File: src/rtl/lrc_pkg.sv
`default_nettype none

package lrc_pkg;

  localparam int unsigned MAX_ENTRIES      = 256;
  localparam int unsigned MAX_FIELD_DIGITS = 3;

  localparam int unsigned ENTRY_W = $clog2(MAX_ENTRIES + 1);
  localparam int unsigned FDC_W   = $clog2(MAX_FIELD_DIGITS + 1);
  localparam int unsigned ACC_W   = 10;
  localparam int unsigned TIME_W  = 26;
  localparam int unsigned IDX_W   = 8;
  localparam int unsigned STAT_W  = 2;

  // event queue between the parser and the time unit
  localparam int unsigned EVQ_DEPTH = 4;
  localparam int unsigned EVQ_PTR_W = $clog2(EVQ_DEPTH);
  localparam int unsigned EVQ_CNT_W = $clog2(EVQ_DEPTH + 1);

  localparam logic [7:0] CH_LBRACK = 8'h5B;
  localparam logic [7:0] CH_RBRACK = 8'h5D;
  localparam logic [7:0] CH_COLON  = 8'h3A;
  localparam logic [7:0] CH_DOT    = 8'h2E;
  localparam logic [7:0] CH_ZERO   = 8'h30;
  localparam logic [7:0] CH_NINE   = 8'h39;

  localparam logic [STAT_W-1:0] ST_OK        = 2'd0;
  localparam logic [STAT_W-1:0] ST_MALFORMED = 2'd1;
  localparam logic [STAT_W-1:0] ST_FULL      = 2'd2;

  localparam logic [15:0] MS_PER_MIN  = 16'd60000;
  localparam logic [9:0]  MS_PER_SEC  = 10'd1000;

  typedef struct packed {
    logic       new_file;
    logic [7:0] byte_in;
  } in_item_t;

  typedef struct packed {
    logic [TIME_W-1:0] time_ms;
    logic [IDX_W-1:0]  entry_index;
    logic [STAT_W-1:0] status;
  } result_t;

  // one closed tag, as classified by the parser
  typedef struct packed {
    logic [ACC_W-1:0]  minute;
    logic [ACC_W-1:0]  second;
    logic [ACC_W-1:0]  fraction;
    logic [FDC_W-1:0]  frac_digits;
    logic [IDX_W-1:0]  entry_index;
    logic [STAT_W-1:0] status;
  } tag_event_t;

endpackage

`default_nettype wire

File: src/rtl/lrc_time_tag_parser_unit.sv
// lyric time tag parser
// input channel: one text byte per word on item_i, taken when push is high and
// full is low. item_i.new_file clears the entry count and parse state before the
// byte is used. output channel: one word per closed tag on result_o, valid while
// empty is low, taken when pop is high.
// a result word holds the tag time in ms, its table index and a status
// (ok, malformed, table full); dropped tags carry zero time and index.
// throughput: one byte per cycle while full is low. bytes that close no tag give no word.
// path: the tag event of a closing bracket goes from the parser through the event
// queue and the multiply stage to the output register, which drives result_o.
// stalls: the parser pushes tag events into a four-deep queue; when pop stays
// low the output register and multiply stage hold, the queue fills and full
// rises, so no word is lost. ordinary text bytes are taken as long as the queue
// is not full.
// reset: asynchronous, active low; empties all stages and clears the entry count.
`default_nettype none

module lrc_time_tag_parser_unit import lrc_pkg::*; (
  input  wire logic     clk_i,
  input  wire logic     rst_ni,
  input  wire logic     push,
  output logic          full,
  input  wire in_item_t item_i,
  output logic          empty,
  input  wire logic     pop,
  output result_t       result_o
);

  logic       accept;
  logic       ev_push;
  tag_event_t ev_in, ev_out;
  logic       q_empty, q_full;
  logic       ev_take;
  logic       res_valid;

  assign full   = q_full;
  assign accept = push && !q_full;

  lrc_front u_front (
    .clk_i     (clk_i),
    .rst_ni    (rst_ni),
    .accept_i  (accept),
    .item_i    (item_i),
    .ev_push_o (ev_push),
    .ev_o      (ev_in)
  );

  lrc_evq u_evq (
    .clk_i   (clk_i),
    .rst_ni  (rst_ni),
    .push_i  (ev_push),
    .data_i  (ev_in),
    .pop_i   (ev_take),
    .data_o  (ev_out),
    .empty_o (q_empty),
    .full_o  (q_full)
  );

  lrc_back u_back (
    .clk_i          (clk_i),
    .rst_ni         (rst_ni),
    .ev_valid_i     (!q_empty),
    .ev_i           (ev_out),
    .ev_take_o      (ev_take),
    .result_o       (result_o),
    .result_valid_o (res_valid),
    .result_take_i  (pop)
  );

  assign empty = !res_valid;

endmodule

`default_nettype wire

File: src/rtl/lrc_front.sv
`default_nettype none

module lrc_front import lrc_pkg::*; (
  input  wire logic       clk_i,
  input  wire logic       rst_ni,
  input  wire logic       accept_i,
  input  wire in_item_t   item_i,
  output logic            ev_push_o,
  output tag_event_t      ev_o
);

  typedef enum logic [2:0] {
    PH_IDLE,
    PH_OPEN,
    PH_MIN,
    PH_SEC,
    PH_FRAC,
    PH_BAD
  } phase_e;

  phase_e             phase_q, phase_d, phase_c;
  logic [ACC_W-1:0]   min_q, min_d, min_c;
  logic [ACC_W-1:0]   sec_q, sec_d, sec_c;
  logic [ACC_W-1:0]   frac_q, frac_d, frac_c;
  logic [FDC_W-1:0]   fdc_q, fdc_d, fdc_c;
  logic [ENTRY_W-1:0] cnt_q, cnt_d, cnt_c;
  logic [ACC_W-1:0]   acc_sel, acc_next;
  logic               dig;
  logic [3:0]         digit;
  logic [7:0]         b;

  assign b     = item_i.byte_in;
  assign dig   = (b >= CH_ZERO) && (b <= CH_NINE);
  // low nibble of an ascii digit is its value
  assign digit = b[3:0];

  always_comb begin
    // new file clears the parse state before the word is looked at
    phase_c = item_i.new_file ? PH_IDLE : phase_q;
    min_c   = item_i.new_file ? '0 : min_q;
    sec_c   = item_i.new_file ? '0 : sec_q;
    frac_c  = item_i.new_file ? '0 : frac_q;
    fdc_c   = item_i.new_file ? '0 : fdc_q;
    cnt_c   = item_i.new_file ? '0 : cnt_q;

    case (phase_c)
      PH_MIN:  acc_sel = min_c;
      PH_SEC:  acc_sel = sec_c;
      default: acc_sel = frac_c;
    endcase
    acc_next = ACC_W'({acc_sel, 3'b000} + {acc_sel, 1'b0} + {{(ACC_W - 1){1'b0}}, digit});

    phase_d   = phase_c;
    min_d     = min_c;
    sec_d     = sec_c;
    frac_d    = frac_c;
    fdc_d     = fdc_c;
    cnt_d     = cnt_c;
    ev_push_o = 1'b0;
    ev_o      = '0;

    case (phase_c)
      PH_IDLE: begin
        if (b == CH_LBRACK) phase_d = PH_OPEN;
      end
      PH_OPEN: begin
        if (dig) begin
          min_d   = {{(ACC_W - 4){1'b0}}, digit};
          sec_d   = '0;
          frac_d  = '0;
          fdc_d   = FDC_W'(1);
          phase_d = PH_MIN;
        end else if (b != CH_LBRACK) begin
          phase_d = PH_IDLE;
        end
      end
      PH_MIN, PH_SEC, PH_FRAC: begin
        if (dig) begin
          if (fdc_c >= FDC_W'(MAX_FIELD_DIGITS)) begin
            phase_d = PH_BAD;
          end else begin
            fdc_d = fdc_c + FDC_W'(1);
            case (phase_c)
              PH_MIN:  min_d  = acc_next;
              PH_SEC:  sec_d  = acc_next;
              default: frac_d = acc_next;
            endcase
          end
        end else if (b == CH_RBRACK) begin
          ev_push_o = 1'b1;
          if (phase_c == PH_MIN) begin
            ev_o.status = ST_MALFORMED;
          end else if (cnt_c >= ENTRY_W'(MAX_ENTRIES)) begin
            ev_o.status = ST_FULL;
          end else begin
            ev_o.status      = ST_OK;
            ev_o.minute      = min_c;
            ev_o.second      = sec_c;
            ev_o.fraction    = frac_c;
            ev_o.frac_digits = (phase_c == PH_FRAC) ? fdc_c : '0;
            ev_o.entry_index = IDX_W'(cnt_c);
            cnt_d            = cnt_c + ENTRY_W'(1);
          end
          phase_d = PH_IDLE;
          min_d   = '0;
          sec_d   = '0;
          frac_d  = '0;
          fdc_d   = '0;
        end else if (phase_c == PH_MIN && b == CH_COLON) begin
          phase_d = PH_SEC;
          fdc_d   = '0;
        end else if (phase_c == PH_SEC && b == CH_DOT) begin
          phase_d = PH_FRAC;
          fdc_d   = '0;
        end else begin
          phase_d = PH_BAD;
        end
      end
      default: begin
        if (b == CH_RBRACK) begin
          ev_push_o   = 1'b1;
          ev_o.status = ST_MALFORMED;
          phase_d     = PH_IDLE;
          min_d       = '0;
          sec_d       = '0;
          frac_d      = '0;
          fdc_d       = '0;
        end else begin
          phase_d = PH_BAD;
        end
      end
    endcase

    if (!accept_i) ev_push_o = 1'b0;
  end

  always_ff @(posedge clk_i or negedge rst_ni) begin
    if (!rst_ni) begin
      phase_q <= PH_IDLE;
      min_q   <= '0;
      sec_q   <= '0;
      frac_q  <= '0;
      fdc_q   <= '0;
      cnt_q   <= '0;
    end else if (accept_i) begin
      phase_q <= phase_d;
      min_q   <= min_d;
      sec_q   <= sec_d;
      frac_q  <= frac_d;
      fdc_q   <= fdc_d;
      cnt_q   <= cnt_d;
    end
  end

  a_cnt_bound: assert property (@(posedge clk_i) disable iff (!rst_ni)
    cnt_q <= ENTRY_W'(MAX_ENTRIES))
    else $error("entry count past table size");

  a_drop_zero: assert property (@(posedge clk_i) disable iff (!rst_ni)
    ev_push_o && ev_o.status != ST_OK |->
      ev_o.minute == '0 && ev_o.second == '0 && ev_o.fraction == '0 &&
      ev_o.entry_index == '0)
    else $error("dropped tag carries a time");

  a_count_step: assert property (@(posedge clk_i) disable iff (!rst_ni)
    accept_i && !item_i.new_file && !(ev_push_o && ev_o.status == ST_OK) |=>
      cnt_q == $past(cnt_q))
    else $error("entry count moved without a tag");

endmodule

`default_nettype wire

File: src/rtl/lrc_evq.sv
`default_nettype none

module lrc_evq import lrc_pkg::*; (
  input  wire logic        clk_i,
  input  wire logic        rst_ni,
  input  wire logic        push_i,
  input  wire tag_event_t  data_i,
  input  wire logic        pop_i,
  output tag_event_t       data_o,
  output logic             empty_o,
  output logic             full_o
);

  tag_event_t           mem_q [EVQ_DEPTH];
  logic [EVQ_PTR_W-1:0] wr_ptr_q, rd_ptr_q;
  logic [EVQ_CNT_W-1:0] cnt_q;
  logic                 do_push, do_pop;

  assign empty_o = (cnt_q == '0);
  assign full_o  = (cnt_q == EVQ_CNT_W'(EVQ_DEPTH));
  assign do_push = push_i && !full_o;
  assign do_pop  = pop_i && !empty_o;
  assign data_o  = mem_q[rd_ptr_q];

  always_ff @(posedge clk_i) begin
    if (do_push) mem_q[wr_ptr_q] <= data_i;
  end

  always_ff @(posedge clk_i or negedge rst_ni) begin
    if (!rst_ni) begin
      wr_ptr_q <= '0;
      rd_ptr_q <= '0;
      cnt_q    <= '0;
    end else begin
      if (do_push) wr_ptr_q <= wr_ptr_q + EVQ_PTR_W'(1);
      if (do_pop)  rd_ptr_q <= rd_ptr_q + EVQ_PTR_W'(1);
      if (do_push && !do_pop)      cnt_q <= cnt_q + EVQ_CNT_W'(1);
      else if (do_pop && !do_push) cnt_q <= cnt_q - EVQ_CNT_W'(1);
    end
  end

  a_cnt_bound: assert property (@(posedge clk_i) disable iff (!rst_ni)
    cnt_q <= EVQ_CNT_W'(EVQ_DEPTH))
    else $error("event queue count overflow");

  a_no_lost_push: assert property (@(posedge clk_i) disable iff (!rst_ni)
    !(push_i && full_o))
    else $error("event pushed into full queue");

  a_ptr_gap: assert property (@(posedge clk_i) disable iff (!rst_ni)
    EVQ_PTR_W'(cnt_q) == EVQ_PTR_W'(wr_ptr_q - rd_ptr_q))
    else $error("event queue pointers out of step with count");

endmodule

`default_nettype wire

File: src/rtl/lrc_back.sv
`default_nettype none

module lrc_back import lrc_pkg::*; (
  input  wire logic        clk_i,
  input  wire logic        rst_ni,
  input  wire logic        ev_valid_i,
  input  wire tag_event_t  ev_i,
  output logic             ev_take_o,
  output result_t          result_o,
  output logic             result_valid_o,
  input  wire logic        result_take_i
);

  typedef struct packed {
    logic [TIME_W-1:0] min_ms;
    logic [19:0]       sec_ms;
    logic [16:0]       frac_ms;
    logic [IDX_W-1:0]  entry_index;
    logic [STAT_W-1:0] status;
  } part_t;

  part_t   s1_q, s1_d;
  logic    s1_v_q;
  result_t out_q;
  logic    out_v_q;
  logic    out_free, s1_free;

  assign out_free  = !out_v_q || result_take_i;
  assign s1_free   = !s1_v_q || out_free;
  assign ev_take_o = ev_valid_i && s1_free;

  always_comb begin
    s1_d.min_ms      = TIME_W'(ev_i.minute) * TIME_W'(MS_PER_MIN);
    s1_d.sec_ms      = 20'(ev_i.second) * 20'(MS_PER_SEC);
    // fraction scaled by how many digits it had
    case (ev_i.frac_digits)
      FDC_W'(1): s1_d.frac_ms = 17'(ev_i.fraction) * 17'd100;
      FDC_W'(2): s1_d.frac_ms = 17'(ev_i.fraction) * 17'd10;
      FDC_W'(3): s1_d.frac_ms = 17'(ev_i.fraction);
      default:   s1_d.frac_ms = '0;
    endcase
    s1_d.entry_index = ev_i.entry_index;
    s1_d.status      = ev_i.status;
  end

  always_ff @(posedge clk_i) begin
    if (ev_take_o) s1_q <= s1_d;
    if (s1_v_q && out_free) begin
      out_q.time_ms     <= s1_q.min_ms + TIME_W'(s1_q.sec_ms) + TIME_W'(s1_q.frac_ms);
      out_q.entry_index <= s1_q.entry_index;
      out_q.status      <= s1_q.status;
    end
  end

  always_ff @(posedge clk_i or negedge rst_ni) begin
    if (!rst_ni) begin
      s1_v_q  <= 1'b0;
      out_v_q <= 1'b0;
    end else begin
      if (s1_free)  s1_v_q  <= ev_take_o;
      if (out_free) out_v_q <= s1_v_q;
    end
  end

  assign result_o       = out_q;
  assign result_valid_o = out_v_q;

  a_s1_hold: assert property (@(posedge clk_i) disable iff (!rst_ni)
    s1_v_q && out_v_q && !result_take_i |=> s1_v_q && $stable(s1_q))
    else $error("stage one lost while output stalled");

  a_out_hold: assert property (@(posedge clk_i) disable iff (!rst_ni)
    out_v_q && !result_take_i |=> out_v_q && $stable(out_q))
    else $error("output word changed while stalled");

  a_no_take_stalled: assert property (@(posedge clk_i) disable iff (!rst_ni)
    s1_v_q && !out_free |-> !ev_take_o)
    else $error("event taken into a stalled stage");

endmodule

`default_nettype wire

File: config.mk
export PLATFORM = sky130hd
export DESIGN_NAME = lrc_time_tag_parser_unit
export DESIGN_NICKNAME = d
export VERILOG_FILES = /design/src/rtl/lrc_pkg.sv /design/src/rtl/lrc_time_tag_parser_unit.sv /design/src/rtl/lrc_front.sv /design/src/rtl/lrc_evq.sv /design/src/rtl/lrc_back.sv
export SDC_FILE = /design/constraint.sdc
export NUM_CORES = 1
export LEC_CHECK = 0
export BUFFER_PORTS_ARGS = -buffer_cell sky130_fd_sc_hd__buf_4
export CORE_ASPECT_RATIO = 1.1
export CORE_MARGIN = 3
export CORE_UTILIZATION = 25
export DETAILED_ROUTE_END_ITERATION = 10
export GPL_TIMING_DRIVEN = 0
export SETUP_SLACK_MARGIN = 0.02
export SLEW_MARGIN = 20
export SYNTH_ARGS = -nofsm -noshare
export SYNTH_HDL_FRONTEND = slang
export SYNTH_SLANG_ARGS = --single-unit
File: constraint.sdc
create_clock -name clk_i -period 16.43 [get_ports clk_i]
set_clock_uncertainty 0.1 [all_clocks]
set_input_delay 0.8215 -clock clk_i [delete_from_list [all_inputs] [get_ports clk_i]]
set_output_delay 0.8215 -clock clk_i [all_outputs]
set_load 0.05 [all_outputs]
==> results by group <==
Logic synthesis
  • Synth Flop Type: edfxtp_1
  • YS warnings: 0
  • Number of distinct library cells after synthesis: a little under 80
  • Seq/Total Area, Yosys: 0.4842
  • Mapped Nets: around 1,800
  • Register bit count reported by yosys: 322
  • Gate Count Post-Synth: approximately 1,500
  • Mapped Area: around 19,000 um2
  • Syn Area/Cell: around 13 um2
  • Ys async rst share: 0.1646
  • EDFF count, synth: roughly 270

Floorplanning
  • Core box area: between 70,000 and 80,000 um2
  • Die Span Y: between 200 and 300 um
  • Row cnt: ~110
  • Die X: between 200 and 300 um
  • IO Pins: a little over 50
  • Die area: between 80,000 and 90,000 um2
  • Initial Utilization: 0.2538

Cells and area
  • Reg area: between 9000 and 10,000 um2
  • Final net count: around 1,900
  • Layout cells sized above 1: 0.1175
  • Area of the multi-input gates: approximately 9300 um2
  • Fillers: 7,704
  • Core Util, Final: 0.2922
  • Inserted Diodes: 0
  • Area growth syn-to-layout: 15.15%

Placed design
  • Worst slack, placed: 9.237 ns
  • GPL Wtd Cong: roughly 0.83
  • Port Buffers: 50
  • HPWL after detailed placement: about 31 mm

Drt
  • Drt first pass iters: 4
  • Residual DRC: 0
  • Drt wl/cell: roughly 15 um
  • Final WL: between 40 and 50 mm
  • Via-to-Cell Ratio: approximately 4.5
  • Vias: 11,810
  • DRT antenna net count: 0
  • Initial DRC Count: between 500 and 600

GRT
  • Aggregate global routing overflow: 0
  • Global-route wire length before repair: 66.37 mm
  • Pin count of the biggest net entering global routing: 54
  • Number of global-route vias before repair: 12,330
  • Overall track demand over capacity in global routing: 0.1023
  • Initial antenna violation count: 1

Clock network
  • Setup bufs post-CTS: 0
  • Total CTS buffers: 35
  • CTS clk-pin slew, worst paths: around 0.060 ns
  • # hold bufs at CTS: 0
  • Clock sinks: 322
  • CTS resizes: 0
  • CTS tree: yes
  • Worst-skew pair later-pin latency: a little under 0.6 ns
  • Root buffer cell: clkbuf_16
  • Clock Tree Buf Depth: 3
  • H-tree levels: 2

Timing
  • # setup viols final: 0
  • Slew HR: 0.2608
  • Setup TNS: 0 ns
  • Period utilisation layout: 0.4347
  • Worst-margin pin slew: around 1.1 ns
  • Unrepaired setup endpoints after global routing: false
  • Tmin final: just over 7 ns
  • Setup ws final: about 9.3 ns
  • Final Max Tran Viols: 0
  • Maximum clock frequency: 0.1400 GHz
  • Final Hold Viols: 0

Worst setup path
  • WS Path Type: reg -> reg
  • Startpoint type of the worst setup path: register
  • Worst path arrival time: ~7.3 ns
  • CP required: around 17 ns
  • CP Max Fanout: 10
  • Crit end category: register

Run
  • Max_cap viols: 0

Run status
  • Status: complete, no violations

Worst hold path
  • HP Class: in -> async
[metrics by stage]
stage / cells / cell area, um2 / hold WS, ns
2_1_floorplan: 1499 / 19420 / 0.3003
3_3_place_gp: 2575 / 21080 / 0.3058
3_5_place_dp: 2579 / 21200 / 0.3098
4_1_cts: 2643 / 22360 / 0.2035
5_1_grt: 2643 / 22360 / 0.2335
6_report: 2643 / 22360 / 0.1940
[critical path: stages, from the launching register on]
cell and delay [ns]:
dfrtp_1 0.31, buf_2 0.25, buf_1 0.53, clkbuf_1 0.74, mux4_2 0.55, ha_1 0.38
fa_1 0.52, fa_1 0.54, inv_1 0.05, fa_1 0.53, inv_1 0.06, fa_1 0.49
inv_1 0.04, ha_1 0.34, nand2_1 0.09, o31ai_1 0.46, o211ai_1 0.20, and2_1 0.23
a211oi_1 0.29, xnor2_1 0.13
[layout by cell type (no fill, tap or decap), drive strengths merged, types with 7 or more instances in the layout]
master and count:
nor2b 9, o21bai 9, and2 49, clkbuf 72, ha 206, a31oi 12
fa 82, a21o 22, a22oi 9, clkinv 7, inv 165, a21oi 74
dfrtp 53, o21ai 63, mux4 42, xor2 24, nand3 16, or2 7
nor2 51, o21a 7, a22o 19, buf 67, mux2i 10, and3 10
xnor2 53, nand2 83, nor3 16, nand2b 8, edfxtp 269, a211oi 9
[per-layer routing]
metal / share of wire / vias to the layer above / GRT usage
li1: - / 5660 / -
met1: 0.42 / 5904 / 0.1224
met2: 0.51 / 183 / 0.1836
met3: 0.040 / 63 / 0.01844
met4: 0.027 / 2 / 0.03527
met5: 0.00032 / - / 0
[final cells by class]
type                            count  area share
Multi-Input combinational cell    980      0.4153
Timing Repair Buffer               54     0.02137
Tap cell                         1026     0.05741
Buffer                             35    0.006379
Clock inverter                     14    0.007833
Clock buffer                       50     0.04392
Inverter                          162     0.02719
Sequential cell                   322      0.4205
[flip-flops by register name (all words and copies together), names as in the netlist, 2 cells and up]
register and cells:
u_evq.cnt_q 3, u_front.fdc_q 2, u_evq.mem_q 168, u_front.sec_q 10, u_back.result_o 36, u_front.cnt_q 9, u_front.min_q 10, u_evq.wr_ptr_q 2
u_front.frac_q 10, u_back.s1_q 65, u_evq.rd_ptr_q 2, u_front.phase_q 3
[cells in the mapped netlist, drive strengths merged (6+ instances only)]
library cell,number,area share
a21oi,74,0.019
and2,49,0.016
nor2,51,0.010
a211oi,9,0.0035
nand2b,8,0.0030
nor2b,9,0.0029
mux4,42,0.049
nor3,16,0.0046
nand4,6,0.0019
nand3,16,0.0041
o211ai,6,0.0023
a22o,19,0.0086
buf,13,0.0031
a21o,22,0.0085
o21a,7,0.0027
inv,162,0.031
o21bai,9,0.0035
and3,10,0.0032
dfrtp,53,0.068
edfxtp,269,0.42
ha,206,0.13
or2,7,0.0023
o21ai,63,0.017
fa,82,0.085
a31oi,12,0.0039
a22oi,9,0.0035
or3,6,0.0019
xor2,24,0.011
mux2i,10,0.0052
nand2,83,0.016
xnor2,53,0.024
clkbuf,22,0.0043
[path summary, 6_finish.rpt]
kind	to	from	depth (start not counted)	slack [ns]
max in group asynchronous	u_front.min_q[4]	rst_ni	1	15.50
max reg2reg	u_back.s1_q[72]	u_evq.rd_ptr_q[1]	19	9.29
max	u_back.s1_q[72]	u_evq.rd_ptr_q[1]	19	9.29
min reg2reg	u_back.result_o[6]	u_back.s1_q[6]	0	0.32
min	u_evq.cnt_q[1]	rst_ni	1	0.19
min in group clk_i	u_back.result_o[6]	u_back.s1_q[6]	0	0.32
[cell families (layout without fill, tap and decap cells)]
| group | after synthesis | after routing | synth area share |
|---|---|---|---|
| AOI/OAI and AO/OA | 274 | 274 | 0.09168 |
| muxes | 54 | 54 | 0.05502 |
| DFF | 322 | 322 | 0.4842 |
| adders and majority gates | 288 | 288 | 0.2173 |
| buffers and inverters | 197 | 315 | 0.03866 |
| xor gates and xnor gates | 77 | 77 | 0.03473 |
| and+or+nand+nor | 287 | 287 | 0.07841 |
Power is not shown: default switching activity piles up to over one toggle a cycle in this logic, so the estimate is an artifact.
